--- config.mk ---
export PLATFORM = sky130hd
export DESIGN_NAME = lfre_ctrl
export DESIGN_NICKNAME = d
export VERILOG_FILES = /design/src/hw/rtl/lfre_pkg.sv /design/src/hw/rtl/lfre_ctrl.sv
export SDC_FILE = /design/constraint.sdc
export NUM_CORES = 1
export LEC_CHECK = 0
export ABC_CLOCK_PERIOD_IN_PS = 1310
export BUFFER_PORTS_ARGS = -buffer_cell sky130_fd_sc_hd__buf_2
export CORE_AREA = 5 5 42 44
export DETAILED_ROUTE_END_ITERATION = 8
export DIE_AREA = 0 0 47 49
export HOLD_SLACK_MARGIN = 0.03
export PLACE_DENSITY = 0.34
export RECOVER_POWER = 25
export SKIP_LAST_GASP = 1
export SYNTH_ARGS = -nofsm -noshare
export SYNTH_HDL_FRONTEND = slang
export SYNTH_SLANG_ARGS = --single-unit
--- constraint.sdc ---
create_clock -name clk -period 1.31 [get_ports clk]
set_clock_uncertainty 0.15 [all_clocks]
set_input_delay 0.0655 -clock clk [delete_from_list [all_inputs] [get_ports clk]]
set_output_delay 0.0655 -clock clk [all_outputs]
set_load 0.02 [all_outputs]
--- src/hw/rtl/lfre_pkg.sv ---
// Shared constants, codes and control types of the LCD frame-store refresh engine.
package lfre_pkg;

	localparam int PAGE_COUNT     = 8;
	localparam int CHIP_COLUMNS   = 64;
	localparam int ROW_BYTES      = 2 * CHIP_COLUMNS;
	localparam int STORE_BYTES    = PAGE_COUNT * ROW_BYTES;
	localparam int SLOTS_PER_PAGE = 4 + 2 * CHIP_COLUMNS;

	localparam int ADDR_W = $clog2(STORE_BYTES);
	localparam int SLOT_W = $clog2(SLOTS_PER_PAGE);
	localparam int PAGE_W = (PAGE_COUNT > 1) ? $clog2(PAGE_COUNT) : 1;

	localparam logic [7:0] BUSY_MASK   = 8'h90;
	localparam logic [7:0] CMD_PAGE    = 8'hB8;
	localparam logic [7:0] CMD_COLUMN0 = 8'h40;

	typedef enum logic [1:0] {
		FUNC_SET   = 2'd0,
		FUNC_CLEAR = 2'd1,
		FUNC_START = 2'd2,
		FUNC_STEP  = 2'd3
	} func_t;

	// Commands from the controller to the datapath.
	typedef struct packed {
		logic clear_wr;
		logic load;
		logic commit;
	} lfre_cmd_t;

	// Status from the datapath to the controller.
	typedef struct packed {
		logic clear_last;
		logic out_blocked;
	} lfre_status_t;

endpackage

--- src/hw/rtl/lfre_ctrl.sv ---
// Controller state machine of the LCD frame-store refresh engine.
module lfre_ctrl
	import lfre_pkg::*;
(
	input  logic         clk,
	input  logic         arst_n,
	input  logic         in_valid,
	output logic         in_stall,
	input  lfre_status_t status,
	output lfre_cmd_t    cmd
);

	typedef enum logic [2:0] {
		ST_CLEAR = 3'b001,
		ST_IDLE  = 3'b010,
		ST_EXEC  = 3'b100
	} state_t;

	state_t state_q;
	state_t state_nx;

	always_comb begin
		state_nx     = state_q;
		cmd.clear_wr = 1'b0;
		cmd.load     = 1'b0;
		cmd.commit   = 1'b0;
		in_stall     = 1'b1;
		unique case (state_q)
			ST_CLEAR: begin
				cmd.clear_wr = 1'b1;
				if (status.clear_last) begin
					state_nx = ST_IDLE;
				end
			end
			ST_IDLE: begin
				in_stall = 1'b0;
				if (in_valid) begin
					cmd.load = 1'b1;
					state_nx = ST_EXEC;
				end
			end
			ST_EXEC: begin
				// The result waits here until the output register is free.
				if (!status.out_blocked) begin
					cmd.commit = 1'b1;
					state_nx   = ST_IDLE;
				end
			end
			default: begin
				state_nx = ST_CLEAR;
			end
		endcase
	end

	always_ff @(posedge clk or negedge arst_n) begin
		if (!arst_n) begin
			state_q <= ST_CLEAR;
		end else begin
			state_q <= state_nx;
		end
	end

endmodule

==> results.ini, run 1 <==
[run_status]
status = finished with violations
violations = setup timing

[yosys]
yosysSeqAreaShare_pct = 40.4
synth_xor_area_share_pct = 4.64
yosysWarnings = 0
yosys.area_share.adder_pct = 0
synth_area_um2 = 189
synthSimpleGateAreaFrac_pct = 33.8
synth.area.top_cells = dfrtp_1 26%, dfstp_2 14%, nand3b_1 7.9%, nor4b_2 7.9%, a311o_2 6.0%
synth_fp_nets = 23
synth_compound_area_share_pct = 11.3
synth.mux.area_fraction_pct = 0
ys_types = 14
synth_largest_area_cell = dfrtp_1
yosys_register_bits = 3
synth_top_area_share_pct = 26.5
synthCells = 18
synth_top_family_by_area = simple AND/OR/NAND/NOR gates
avgSynthCellArea_um2 = 10.5

[sta]
fin_tns_setup_ps = -530
finalCritPeriodShare_pct = 112
worst_slack_ps = -159
clock.fmax_mhz = 681
maxSlewViolCount = 0
hold_viol_final = 0
setup_viol = 5
fin_crit_ps = 1470
rsz0062_at_grt = yes
relSlewSlack_pct = 75.7
worst_slew_pin_slew_ps = 360

[routing]
drtPass1Iterations = 4
routedWlPerCell_um = 10.7
routed_wl_um = 612
drt-initial-drc-count = 4
vias = 220
ant_nets = 0
drc = 0
via_per_inst = 3.86

[global_routing]
overflow = 0
grtUsageTotal_pct = 7.48
grt_pass1_vias = 264
grt_first_pass_wirelength_um = 1190
antenna_found_initial = 0
grt_max_degree = 6

[clock_network]
clk_pin_slew_ps = 30
cts_buffers = 3
clk_latency_ps = 230
clockBufferDepth = 2
cts.sinks = 3
htree_levels = 1
cts_tree = done
root_buffer = clkbuf_4

[worst_setup_path]
critPathRequiredTime_ps = 1090
critical_path_class = flop to output pin
cp_max_fo = 5
worstPathArrival_ps = 1250
reg2reg_slack_ps = -50
r2r_start = state_q[0]
endpoint_kind = output pin
start_kind = flop
critPathLaunch = state_q[0]

[power_and_ir_drop]
share_comb_of_total_power_pct = 59.7
p_leak_nw = 0.192
cellPowerDensity_mw_per_mm2 = 2060
peakVddDrop_uv = 680
power_switching_mw = 0.305
p_clk_share_pct = 18.7
p_seq_share_pct = 21.6
p_int_mw = 0.561
p_sw_share_pct = 35.2

[finish]
top_register = state_q
final_area_um2 = 420
final_common_cell = buf_6
utilization_pct = 30.0
syn2layout_area_growth_pct = 123
largest_reg_flops = 3
nets = 47
final_cell_mix = 6 x buf_6, 5 x buf_4, 4 x dlygate4sd3_1, 4 x buf_2, 3 x clkbuf_4
reg_top3 = state_q x3
diodes = 0
final_cells = 57
drive_gt1_share_pct = 61.0

[hold_path]
min_path_type = input pin to flop
worstHoldStart = status[1]

[placement]
hpwlAfterDp_um = 417
gp_congestion = 0.657
place_inst = 45
dpl_cell_area_um2 = 287
io_buffers = 8

[floorplanning]
die-area_mm2 = 0.00230
rows = 14
coreArea_mm2 = 0.00140
initial_core_util_pct = 13.5
die_w_um = 47
die_h_um = 49
pin_count = 9

[flow_run]
cap_violations = 0

==> synthesized netlist by cell type, drive strengths merged <==
library cell and count:
or3b 1, nor4b 1, nand3b 2, inv 2, nor3 1, a311o 1, a21oi 2, dfrtp 2
buf 1, xor2 1, nor2 2, nor4bb 1, dfstp 1
==> stage by stage <==
| stage | total power [mW] | hold WS (ps) | setup slack [ps] |
|---|---|---|---|
| 2_1_floorplan | 0.402 | -380 | -27.8 |
| 3_3_place_gp | 0.499 | -290 | 41.9 |
| 3_5_place_dp | 0.502 | -286 | 27.6 |
| 4_1_cts | 0.795 | 98.2 | -159 |
| 5_1_grt | 0.937 | 115 | -215 |
| 6_report | 0.867 | 98.8 | -159 |
==> layer usage <==
| layer | routed length [um] | GRT usage, % |
|---|---|---|
| met1 | 263 | 8.17 |
| met3 | 57 | 5.90 |
| met5 | 0 | 0 |
| met2 | 284 | 9.95 |
| met4 | 7 | 4.15 |
==> what timing repair did <==
action / 4_1_cts / 5_1_grt
setup endpoints to repair: 4 / 6
endpoints found under the hold margin: 4 / 0
hold buffers: 4 / 0
gates resized for setup: 7 / 5
pin swaps: 3 / 3
buffers inserted: 4 / 1
==> path summary, 6_finish.rpt <==
check / to / cells past startpoint
worst max-delay path: cmd[1] / 3
worst min-delay path: state_q[0] / 3
worst max register to register: state_q[1] / 3
worst min register to register: state_q[2] / 1
max in group asynchronous: state_q[2] / 3
min in group asynchronous: state_q[0] / 2
==> logic make-up (layout without fill, tap and decap cells) <==
family                 after synthesis  in the layout
AO/OA/AOI/OAI                        3              3
XOR/XNOR                             1              1
buffers and inverters                3             26
flip-flops                           3              3
AND/OR/NAND/NOR                      8              8
==> power by group through the flow <==
stage | Combinational, mW | Sequential [mW] | Clock, mW
finish | 0.517 | 0.187 | 0.162
global route | 0.556 | 0.194 | 0.186
detailed placement | 0.321 | 0.181 | 0
floorplan | 0.231 | 0.171 | 0
global placement | 0.317 | 0.182 | 0
CTS | 0.440 | 0.182 | 0.172
==> final cells by class <==
cell class	count	area (um^2)
timing repair buffer	20	169
sequential	3	76.3
inverter	2	7.51
tap	16	20.0
multi-input combinational	12	121
clock buffer	4	26.3
fill	165	981
==> worst max-delay path: stages, from the launching register on <==
cell and delay (ps):
dfstp_2 390, or3b_4 420, nor2_4 90, buf_6 120
Note: power is estimated with default switching activity, not from simulation.
==> run 2, diff against run 1 <==
--- a/config.mk
+++ b/config.mk
@@ -8,10 +8,10 @@
 export ABC_CLOCK_PERIOD_IN_PS = 1310
 export BUFFER_PORTS_ARGS = -buffer_cell sky130_fd_sc_hd__buf_2
 export CORE_AREA = 5 5 42 44
+export CTS_CLUSTER_SIZE = 20
 export DETAILED_ROUTE_END_ITERATION = 8
 export DIE_AREA = 0 0 47 49
 export HOLD_SLACK_MARGIN = 0.03
-export PLACE_DENSITY = 0.34
 export RECOVER_POWER = 25
 export SKIP_LAST_GASP = 1
 export SYNTH_ARGS = -nofsm -noshare
==> run 2 against run 1 <==
The flow still finishes with violations (setup timing). Combinational power is 24% lower. Register-to-register slack better by 60 ps. Critical path type unchanged. Cell count is 3.5% lower. Clock power is 2% higher. Worst hold slack worse by 0.86 ps. First-iteration DRC count is 25% lower. Sequential power is 3% lower.
==> results.ini, run 2 (same netlist as run 1, synthesis figures left out) <==
[worst_setup_path]
r2r_cells = 3  ; unchanged
cp_max_fo = 5  ; unchanged
critPathRequiredTime_ps = 1090  ; about the same
crit_slowest_cell = or3b_4
critical_path_class = flop to output pin
worstPathArrival_ps = 1240  ; about the same
crit_chain = or3b_4, nor2_4, buf_6
endpoint_kind = output pin
max_stage_delay_ps = 410  ; about the same
start_kind = flop

[global_routing]
grt_max_degree = 6  ; unchanged
overflow = 0  ; unchanged
grt_first_pass_wirelength_um = 821  ; -31%
grt_pass1_vias = 226  ; -14%
grtUsageTotal_pct = 5.86  ; -1.6 points
antenna_found_initial = 0  ; unchanged

[floorplanning]
die-area_mm2 = 0.00230  ; unchanged
die_h_um = 49  ; unchanged
pin_count = 9  ; unchanged
initial_core_util_pct = 13.5  ; unchanged
coreArea_mm2 = 0.00140  ; unchanged
die_w_um = 47  ; unchanged
rows = 14  ; unchanged

[routing]
routedWlPerCell_um = 9.51  ; -11%
routed_wl_um = 523  ; -15%
dr.max_layer_used = met4
vias = 215  ; -2.3%
ant_nets = 0  ; unchanged
drc = 0  ; unchanged
drtPass1Iterations = 2  ; -2
wl_met1_um = 195  ; -26%
wl_met2_um = 239  ; -16%
via_per_inst = 3.91  ; +1.3%
wl_met3_um = 64  ; +12%
drt-initial-drc-count = 3  ; -1

[sta]
finalCritPeriodShare_pct = 111  ; -0.82 points
hold_viol_final = 0  ; unchanged
rsz0062_at_grt = yes
worst_slew_pin_slew_ps = 358  ; -2.00 ps
fin_crit_ps = 1460  ; -10.7 ps
relSlewSlack_pct = 75.8  ; +0.13 points
worst_slack_ps = -149  ; +10.7 ps
maxSlewViolCount = 0  ; unchanged
hold_ws_ps = 97.9  ; -0.861 ps
setup_viol = 4  ; -1
clock.fmax_mhz = 686  ; +0.74%

[run_status]
status = finished with violations
violations = setup timing

[placement]
io_buffers = 8  ; unchanged
dpl_cell_area_um2 = 287  ; unchanged
hpwlAfterDp_um = 365  ; -12%
gp_congestion = 0.704  ; +7.2%

[hold_path]
hold_depth = 3  ; unchanged
min_path_type = input pin to flop

[clock_network]
clk_pin_slew_ps = 40  ; about the same
cts_buffers = 3  ; unchanged
root_buffer = clkbuf_4
htree_levels = 1  ; unchanged
cts.sinks = 3  ; unchanged
cts_tree = done
clk_latency_ps = 240  ; about the same
clockBufferDepth = 2  ; unchanged

[finish]
largest_reg_flops = 3  ; unchanged
final_area_um2 = 384  ; -8.6%
drive_gt1_share_pct = 56.4  ; -4.6 points
reg_top3 = state_q x3
final_common_cell = buf_4
final_cell_mix = 7 x buf_4, 4 x dlygate4sd3_1, 4 x buf_2
n_fill_cell = 169  ; +2.4%
nets = 45  ; -4.3%
top_register = state_q
diodes = 0  ; unchanged
syn2layout_area_growth_pct = 103

[flow_run]
cap_violations = 0  ; unchanged

[power_and_ir_drop]
p_leak_nw = 0.178  ; -7.4%
peakVddDrop_uv = 331  ; -51%
cellPowerDensity_mw_per_mm2 = 1920  ; -6.8%

## run 2: repair_timing
| action | 4_1_cts | 5_1_grt |
|---|---|---|
| gates resized for setup | 6 | 0 |
| hold buffers | 4 | 0 |
| endpoints found under the hold margin | 4 | 0 |
| setup buffers | 2 | 0 |
| pin swaps | 1 | 0 |
| setup endpoints to repair | 4 | 5 |
## run 2: worst paths after layout
kind / from / end / slack [ps]
worst min register to register: state_q[0] / state_q[2] / 410
min in group asynchronous: arst_n / state_q[0] / 170
worst min-delay path: status[1] / state_q[0] / 100
max in group asynchronous: arst_n / state_q[1] / 320
worst max-delay path: state_q[0] / cmd[1] / -150
worst max register to register: state_q[1] / state_q[1] / 10
## run 2: cell type report
| class | count | area, um^2 | share of cell area (%) |
|---|---|---|---|
| repair buffers | 18 | 139 | 36.2 |
| multi-input cells | 12 | 115 | 30.0 |
| flip-flops and latches | 3 | 76.3 | 19.9 |
| clock buffers | 4 | 26.3 | 6.84 |
| well taps | 16 | 20.0 | 5.21 |
| inverters | 2 | 7.51 | 1.95 |
## run 2: metrics by stage
step                util [%]  std cells  setup TNS (ps)  power, mW  setup WS (ps)
global route            27.4         55            -735      0.788           -205
floorplan                  -         18           -27.8      0.402          -27.8
finish                  27.4         55            -482      0.738           -149
CTS                     27.5         55            -535      0.752           -159
detailed placement      20.4         45               0      0.497           28.7
global placement        20.4         45               0      0.494           46.3
## run 2: worst max-delay path: cells and delay by family, from the launching register on
kind	cells	cell delay [ps]
buf+inv	1	120
flops	1	390
simple gates	2	500
## run 2: metal layers
| metal | global-route usage [%] | vias up |
|---|---|---|
| met5 | 0 | - |
| met4 | 8.29 | 0 |
| met3 | 3.32 | 2 |
| met2 | 7.47 | 9 |
| met1 | 5.09 | 98 |
| li1 | - | 106 |
## run 2: power breakdown
group / internal, mW / leakage [nW] / switching, mW
clock network: 0.114 / 0.0150 / 0.0511
registers: 0.138 / 0.0371 / 0.0428
logic: 0.218 / 0.126 / 0.173
total: 0.471 / 0.178 / 0.267
